--- src/rtl/lrotf_ram.sv ---
// Generic single-write, single-read RAM with registered read data.
// No dependencies.
module lrotf_ram #(
	parameter int WIDTH = 8,
	parameter int DEPTH = 16
) (
	input  logic                                   clk,
	input  logic                                   we,
	input  logic [((DEPTH > 1) ? $clog2(DEPTH) : 1)-1:0] waddr,
	input  logic [WIDTH-1:0]                       wdata,
	input  logic                                   re,
	input  logic [((DEPTH > 1) ? $clog2(DEPTH) : 1)-1:0] raddr,
	output logic [WIDTH-1:0]                       rdata
);

	logic [WIDTH-1:0] mem [DEPTH];

	always_ff @(posedge clk) begin
		if (we) begin
			mem[waddr] <= wdata;
		end
		if (re) begin
			rdata <= mem[raddr];
		end
	end

endmodule

--- config.mk ---
export PLATFORM = sky130hd
export DESIGN_NAME = lrotf_ram
export DESIGN_NICKNAME = d
export VERILOG_FILES = /design/src/rtl/lrotf_ram.sv
export SDC_FILE = /design/constraint.sdc
export NUM_CORES = 1
export LEC_CHECK = 0
export BUFFER_PORTS_ARGS = -buffer_cell sky130_fd_sc_hd__buf_2
export CAP_MARGIN = 20
export CORE_MARGIN = 2
export CORE_UTILIZATION = 50
export CTS_CLUSTER_DIAMETER = 80
export DETAILED_ROUTE_END_ITERATION = 10
export PLACE_DENSITY = 0.73
export SETUP_SLACK_MARGIN = 0.4
export SLEW_MARGIN = 15
export SYNTH_ARGS = -nofsm -noshare
export SYNTH_HDL_FRONTEND = slang
export SYNTH_SLANG_ARGS = --single-unit
--- constraint.sdc ---
create_clock -name clk -period 2.6 [get_ports clk]
set_input_delay 0.26 -clock clk [delete_from_list [all_inputs] [get_ports clk]]
set_output_delay 0.26 -clock clk [all_outputs]
set_load 0.01 [all_outputs]
==> results_dict.tcl <==
set metrics [dict create \
    p_leak_nw 2.119 \
    core-area_sq_mm 0.01023 \
    drv_cap 0 \
    dpl_cell_area_sq_mm 0.005589 \
    finalNetCount 301 \
    rsz0062_at_grt "false" \
    ys_ff_latch 136 \
    cts_tree "built" \
    met3_length_um 606 \
    detail-route-antenna-nets 0 \
    critical_path_class "reg2reg" \
    syn_area_sq_mm 0.005228 \
    finalSetupViolations 0 \
    drv_slew 0 \
    top_layer "met4" \
    antenna_cells 0 \
    post_cts_resized 0 \
    drc 0 \
    slew_headroom 0.5096 \
    clkLatencyLatePin_ns 0.51 \
    yosys.cell_types.count 18 \
    rows 37 \
    regArea_sq_mm 0.004084 \
    num-fill-cells 697 \
    post-cts-setup-buffer-count 0 \
    grt_max_degree 21 \
    wl_met1_mm 4.206 \
    synth.avg_cell_area_sq_um 22.83 \
    worst_pin_slew_ns 0.7329 \
    initial_core_util 0.5109 \
    finalInstanceArea_sq_mm 0.006233 \
    cp_max_fo 1 \
    h-tree-depth 4 \
    clock.fmax_mhz 661.2 \
    synthesis.nets 248 \
    fin_crit_ns 1.512 \
    die_w_um 106.3 \
    dr.pass1.iters 4 \
    worstSetupEndpointType "flop" \
    hold_viol 0 \
    fin_worst_skew_ns 0.008966 \
    cts-root-buf "clkbuf_8" \
    clock_path_buffers 2 \
    total_power_mw 5.296 \
    ctsHoldBuffers 0 \
    ios 27 \
    antenna_found_initial 0 \
    tns_ns 0 \
    port_buffers 26 \
    grt_pass1_vias 2641 \
    hp-class "in2reg" \
    ys_warn_count 0 \
    cts_buffers 17 \
    wl_mm 10.02 \
    multi_input_area_sq_mm 0.001057 \
    grt-ovfl-total 0 \
    worst_ep_arrival_time_ns 1.76 \
    gp_congestion 0.7381 \
    clk_pin_slew_ns 0.06 \
    required_ns 2.85 \
    synthTopCellsByArea "edfxtp_1 (78%), mux4_2 (7.8%), mux4_1 (7.0%)" \
    place_hpwl_mm 6.050 \
    rrSetupSlack_ns 1.09 \
    synth.largest_area_cell "edfxtp_1" \
    start_kind "flop" \
    finalCritPeriodShare 0.5817 \
    area_growth_pct 19.24 \
    grt_use_total 0.1972 \
    synth_top_area_frac 0.7812 \
    die_h_um 106.3 \
    yosysSeqAreaShare 0.7812 \
    grt_pass1_wl_mm 15.51 \
    viasPerCell 5.700 \
    irDropWorstVdd_uv 442.6 \
    power.density_mw_per_mm2 849.6 \
    die_area_sq_mm 0.01129 \
    vias 2451 \
    drive_gt1_frac 0.3095 \
    wire_per_inst_um 23.29 \
    run_status "finished, final reports clean" \
    met2_wirelength_mm 4.992 \
    drt_iter0_markers 201 \
    cts_sinks 136 \
    syn-instance-count 229 \
]
## kinds of logic after synthesis
kind of cell,Yosys count,synth area share
muxes,32,0.1479
DFF,136,0.7812
and+or+nand+nor,35,0.03136
AOI/OAI and AO/OA,16,0.02298
buffers and inverters,10,0.01651
## metal layers
layer / up-vias / global-route usage
met5: - / 0
met4: 0 / 0.09211
met3: 17 / 0.05028
met2: 97 / 0.2985
met1: 1255 / 0.2723
li1: 1082 / -
## state kept, by name, summed over array words and instances (netlist names)
register / flops
mem: 128
rdata: 8
## worst max-delay path, cell delays in order, from the launching register on
cell and delay (ns):
edfxtp_1 0.36, mux4_1 0.56, a22oi_1 0.25, nand2_1 0.08
## cells in the mapped netlist
cell type	instances
buf_2	3
and2b_1	1
nand2_1	9
buf_4	1
buf_6	3
mux4_1	14
nor2b_1	1
nor3_1	4
nand3_1	1
or3b_2	1
nor2_1	13
a22oi_1	16
and2_1	1
nand3b_1	2
clkdlybuf4s25_2	3
mux4_2	18
nand2b_1	2
edfxtp_1	136
## path summary, 6_finish.rpt
path / startpoint / end / cells after the start
max: mem[5][0]$_DFFE_PP_ / rdata[0]$_DFFE_PP_ / 3
min: re / rdata[2]$_DFFE_PP_ / 1
max reg2reg: mem[5][0]$_DFFE_PP_ / rdata[0]$_DFFE_PP_ / 3
min reg2reg: mem[14][0]$_DFFE_PP_ / rdata[0]$_DFFE_PP_ / 3
## per-stage QoR
step,worst slack [ns],utilization,hold slack [ns],instances
2_1_floorplan,0.8471,-,0.3589,229
3_3_place_gp,0.6568,0.5463,0.6417,399
3_5_place_dp,0.6052,0.5463,0.6418,399
4_1_cts,1.064,0.6093,0.1042,430
5_1_grt,1.007,0.6093,0.1116,430
6_report,1.088,0.6093,0.1315,430
## area by class of cell
cell class / count / area share
Timing Repair Buffer: 44 / 0.04456
Clock inverter: 13 / 0.03633
Clock buffer: 18 / 0.06704
Sequential cell: 136 / 0.6552
Multi-Input combinational cell: 83 / 0.1696
Tap cell: 136 / 0.02730
## cells in the final DEF (no fill, tap or decap), drive strengths merged
| master | synthesis | final |
|---|---|---|
| edfxtp | 136 | 136 |
| buf | 7 | 44 |
| mux4 | 32 | 32 |
| clkbuf | 0 | 18 |
| a22oi | 16 | 16 |
| nor2 | 13 | 13 |
| nand2 | 9 | 9 |
| bufinv | 0 | 6 |
| clkinv | 0 | 5 |
| nor3 | 4 | 4 |
| nand3b | 2 | 2 |
| nand2b | 2 | 2 |
| nor2b | 1 | 1 |
| and2 | 1 | 1 |
| and2b | 1 | 1 |
| nand3 | 1 | 1 |
| or3b | 1 | 1 |
| inv | 0 | 1 |
| clkinvlp | 0 | 1 |
## where the power goes
group	internal, mW	switching, mW	leakage, nW
combinational	0.0943	0.131	0.573
sequential	2.47	0.0140	1.24
clock	1.74	0.844	0.310
total	4.31	0.989	2.12
No activity file was read; power rests on OpenSTA's default activity.
