## src/rtl/lrotf_pkg.sv

```systemverilog
// Shared constants, types and the arctangent table for the lidar offset-time filter.
// No dependencies; every other file but lrotf_ram imports this package.
package lrotf_pkg;

	localparam int RINGS        = 64;
	localparam int CORDIC_STEPS = 16;
	localparam int RING_AW      = (RINGS > 1) ? $clog2(RINGS) : 1;
	localparam int STEP_W       = $clog2(CORDIC_STEPS + 1);

	localparam int XY_W  = 24;            // coordinate width
	localparam int CW    = XY_W + 19;     // CORDIC x/y datapath (Q16 plus growth)
	localparam int ZW    = 26;            // CORDIC angle, degrees Q16
	localparam int AZ_W  = 16;            // azimuth, degrees Q9.7
	localparam int OFS_W = 32;            // offset time in us
	localparam int RAM_W = AZ_W + OFS_W;  // first azimuth and last offset per ring

	localparam logic signed [ZW-1:0] BASE_Q16 = 26'sd11796480;  // 180 deg in Q16
	localparam int AZ_HALF = 23040;
	localparam int AZ_FULL = 46080;

	// us = round(lag * 100000 / 46208) = floor((lag * 3125 + 722) / 1444)
	// floor(n / 1444) = (floor(n / 4) * 23794833) >> 33, exact for n < 2^28
	localparam int LAG_W      = 17;
	localparam int N_W        = 28;
	localparam int Q_W        = 17;
	localparam int TIME_MUL   = 3125;
	localparam int TIME_RND   = 722;
	localparam int TIME_RECIP = 23794833;
	localparam int RECIP_W    = 25;
	localparam int RECIP_SH   = 33;
	localparam int PROD_W     = N_W - 2 + RECIP_W;
	localparam int REV_US     = 99723;

	localparam int SQ_W = 2 * XY_W;
	localparam int R2_W = SQ_W + 2;

	localparam int CFG_IDX_W = 1;
	localparam logic [CFG_IDX_W-1:0] REG_BLIND = 1'd0;
	localparam logic [CFG_IDX_W-1:0] REG_DECIM = 1'd1;

	typedef enum logic [2:0] {
		ST_IDLE, ST_CORDIC, ST_LAG, ST_MUL, ST_DIV, ST_SQ, ST_CMP, ST_OUT
	} state_t;

	// atan(2^-i) in degrees Q16
	function automatic logic signed [ZW-1:0] atan_q16(input logic [4:0] i);
		logic signed [ZW-1:0] v;
		case (i)
			5'd0:  v = 26'sd2949120;
			5'd1:  v = 26'sd1740967;
			5'd2:  v = 26'sd919879;
			5'd3:  v = 26'sd466945;
			5'd4:  v = 26'sd234379;
			5'd5:  v = 26'sd117304;
			5'd6:  v = 26'sd58666;
			5'd7:  v = 26'sd29335;
			5'd8:  v = 26'sd14668;
			5'd9:  v = 26'sd7334;
			5'd10: v = 26'sd3667;
			5'd11: v = 26'sd1833;
			5'd12: v = 26'sd917;
			5'd13: v = 26'sd458;
			5'd14: v = 26'sd229;
			5'd15: v = 26'sd115;
			5'd16: v = 26'sd57;
			5'd17: v = 26'sd29;
			5'd18: v = 26'sd14;
			5'd19: v = 26'sd7;
			5'd20: v = 26'sd4;
			5'd21: v = 26'sd2;
			5'd22: v = 26'sd1;
			default: v = 26'sd0;
		endcase
		return v;
	endfunction

endpackage

```

## src/rtl/lrotf_tdiv.sv

```systemverilog
// Lag-to-time conversion: scale and round, then divide by 1444 through a reciprocal multiply.
// Takes lag in Q9.7 degrees; registers the scaled numerator, then the rounded time in us.
// Depends on lrotf_pkg.
module lrotf_tdiv import lrotf_pkg::*; (
	input  logic             clk,
	input  logic             arst_n,
	input  logic             start,
	input  logic [LAG_W-1:0] lag,
	output logic             done,
	output logic [Q_W-1:0]   quot
);

	logic [N_W-1:0]    num, num_q;
	logic [PROD_W-1:0] prod;
	logic [Q_W-1:0]    q_q;
	logic              run_q, done_q;

	assign num  = N_W'(lag * N_W'(TIME_MUL)) + N_W'(TIME_RND);
	// drop the factor 4 by a shift, then divide by 361 with the reciprocal
	assign prod = PROD_W'(num_q[N_W-1:2]) * PROD_W'(TIME_RECIP);

	always_ff @(posedge clk or negedge arst_n) begin
		if (!arst_n) begin
			run_q  <= 1'b0;
			done_q <= 1'b0;
		end else begin
			run_q  <= start;
			done_q <= run_q;
		end
	end

	always_ff @(posedge clk) begin
		if (start) begin
			num_q <= num;
		end
		if (run_q) begin
			q_q <= prod[RECIP_SH+Q_W-1:RECIP_SH];
		end
	end

	assign done = done_q;
	assign quot = q_q;

endmodule

```

## config.mk

```make
export PLATFORM = sky130hd
export DESIGN_NAME = lrotf_tdiv
export DESIGN_NICKNAME = d
export VERILOG_FILES = /design/src/rtl/lrotf_pkg.sv /design/src/rtl/lrotf_tdiv.sv
export SDC_FILE = /design/constraint.sdc
export NUM_CORES = 1
export LEC_CHECK = 0
export BUFFER_PORTS_ARGS = -buffer_cell sky130_fd_sc_hd__clkbuf_2
export CORE_MARGIN = 4
export CORE_UTILIZATION = 35
export DETAILED_ROUTE_END_ITERATION = 8
export SYNTH_ARGS = -nofsm -noshare
export SYNTH_HDL_FRONTEND = slang
export SYNTH_SLANG_ARGS = --single-unit
```

## constraint.sdc

```tcl
create_clock -name clk -period 11.1 [get_ports clk]
set_input_delay 1.665 -clock clk [delete_from_list [all_inputs] [get_ports clk]]
set_output_delay 1.665 -clock clk [all_outputs]
set_load 0.05 [all_outputs]
```

==> flow_metrics.tcl <==
set metrics [dict create \
    status "completed" \
    drt_iter0_markers 301 \
    synth-seq-cells 45 \
    final.setup_skew_ns 0.00450 \
    die_area_um2 43500 \
    setup_tns_ns 0 \
    critical_path_class "flip-flop to flip-flop" \
    fmax_mhz 156 \
    slowest_delay_ns 0.56 \
    io_pins 38 \
    syn_inst 1320 \
    nFillCells 3981 \
    hold_slack_ns 0.819 \
    hold_start "run_q" \
    crit_path_start_kind "flip-flop" \
    drv_slew 0 \
    cts.clk_slew.worst_paths_ns 0.06 \
    ys_seq_area_frac 0.0953 \
    synth_area_um2 14100 \
    syn_avg_cell_area_um2 10.7 \
    grt_pass1_vias 9824 \
    final_cell_mix "ha_1 (363), inv_1 (345), fa_1 (234), edfxtp_1 (43), a21oi_1 (39)" \
    post-route-period-util 0.577 \
    tightest_slew_ns 0.791 \
    period_minus_slack_ns 6.41 \
    seqCellArea_um2 1340 \
    final_antenna_net_count 0 \
    final_util 0.379 \
    route.vias.total 9131 \
    critPathMostFrequentCell "fa_1" \
    postCtsResizedCells 0 \
    synth-main-ff-cell "edfxtp_1" \
    diodes 0 \
    critPathRequiredTime_ns 11.14 \
    worstPathMaxFanout 8 \
    rr_startpoint "num_q[8]" \
    die_h_um 209 \
    yosysWarnings 0 \
    crit_end "quot[16]" \
    place_congestion 0.931 \
    arrival_ns 6.45 \
    start_util 0.354 \
    clk_latency_ns 0.29 \
    nNetsFinal 1977 \
    async_flop_share 0.0444 \
    path_delay_family "adder cells" \
    crit_slowest_cell "fa_1" \
    die_w_um 209 \
    drc 0 \
    finalSetupViolCount 0 \
    htree_levels 2 \
    placedInstanceArea_um2 14900 \
    r2r_end "quot[16]" \
    finalWirelength_mm 30.6 \
    synthTopCellsByArea "fa_1 (33%), ha_1 (32%), inv_1 (9.2%), edfxtp_1 (9.2%), xnor2_1 (2.4%)" \
    rr_worst_depth 20 \
    grt_util_all_layers 0.146 \
    antenna_found_initial 0 \
    first_pass_iters 5 \
    synth-edff-count 43 \
    hold_class "flip-flop to flip-flop" \
    worstPathCellList "ha_1 -> fa_1 -> inv_1 -> fa_1 -> inv_1 -> fa_1 -> fa_1 -> fa_1 -> inv_1 -> fa_1 -> inv_1 -> ha_1 -> a21oi_1 -> a21oi_1 -> o21ai_1 -> and3b_1 -> o211ai_2 -> a31oi_4 -> o21ai_1 -> a311o_1" \
    grt_max_degree 28 \
    detail_route.wl_per_cell_um 16.2 \
    num_rows 73 \
    yosys.area.top_type "fa_1" \
    cts_setup_buffers 0 \
    ff2ff_setup_slack_ns 4.69 \
    grt_remaining_overflow 0 \
    final_area_um2 15100 \
    cts_tree "built" \
    cts_root_buf "clkbuf_16" \
    synth_top_area_frac 0.333 \
    clk_path_buf_depth 2 \
    clkSinkCount 45 \
    crit_start "num_q[8]" \
    final_common_cell "ha_1" \
    cp.depth 20 \
    hold_viol 0 \
    drv_cap 0 \
    cts-hold-fix-buffers 0 \
    dp_hpwl_mm 27.7 \
    via_per_inst 4.84 \
    crit_path_end_kind "flip-flop" \
    synth_fp_nets 1937 \
    port_buffers 37 \
    multiInputGateArea_um2 11400 \
    path_buf_inv 4 \
    area_growth_pct 7.06 \
    grt_pass1_wl_mm 51.2 \
    drive_above_1_share 0.0426 \
    cts_buffers 5 \
    rsz0062_at_grt "false" \
    slew-limit-headroom 0.473 \
    yosysUniqueCellTypes 61 \
    core_um2 39700 \
]
-- kinds of logic after synthesis --
| group | after synthesis | share of synthesized area |
|---|---|---|
| compound gates | 152 | 0.0765 |
| xor+xnor | 62 | 0.0386 |
| fa+ha+maj | 597 | 0.655 |
| buf+inv | 349 | 0.0931 |
| flops | 45 | 0.0953 |
| mux | 1 | 0.000711 |
| simple gates | 114 | 0.0404 |
-- worst min-delay path by stage --
stage / end / slack, ns / cells after the start
2_1_floorplan: done / 0.69 / 0
3_3_place_gp: done / 0.81 / 0
3_5_place_dp: done / 0.83 / 0
4_1_cts: done / 0.83 / 0
5_1_grt: done / 0.91 / 0
6_report: done / 0.82 / 0
-- synth_stat cells, types with 4 or more instances --
| cell type | count |
|---|---|
| a21oi_1 | 39 |
| xor2_1 | 24 |
| o211ai_1 | 6 |
| a22o_1 | 4 |
| a21o_1 | 31 |
| nand2_1 | 35 |
| nand3_1 | 12 |
| xnor2_1 | 38 |
| nand4_1 | 8 |
| edfxtp_1 | 43 |
| a211oi_1 | 5 |
| o21ai_0 | 24 |
| nor2_1 | 21 |
| nor3_1 | 7 |
| ha_1 | 363 |
| clkbuf_1 | 4 |
| o21a_1 | 4 |
| inv_1 | 345 |
| fa_1 | 234 |
| and3_1 | 6 |
-- flip-flops by register name (all words and copies together) (netlist names) --
| register | flops |
|---|---|
| done | 1 |
| num_q | 26 |
| run_q | 1 |
| quot | 17 |
-- area by class of cell --
class                      count  area share
tap                          525      0.0436
inverter                     345      0.0859
sequential                    45      0.0890
timing repair buffer          37      0.0123
clock buffer                   5     0.00830
clock inverter                 3     0.00274
multi-input combinational    926       0.758
-- per-stage QoR --
step | cells | setup slack [ns]
after floorplan | 1320 | 5.23
after CTS | 1886 | 4.70
after global placement | 1878 | 4.78
final | 1886 | 4.69
after detailed placement | 1878 | 4.73
after global routing | 1886 | 4.34
-- layer usage --
layer / wire length, um / GRT usage / vias to the layer above
met2: 15400 / 0.255 / 91
met1: 14100 / 0.200 / 4630
met3: 486 / 0.00844 / 30
met5: 0 / 0 / -
li1: - / - / 4380
met4: 621 / 0.0322 / 0
Power is left out: the tool's default activity adds up to more than one toggle a clock period on the data nets, which glitch-free logic cannot reach.
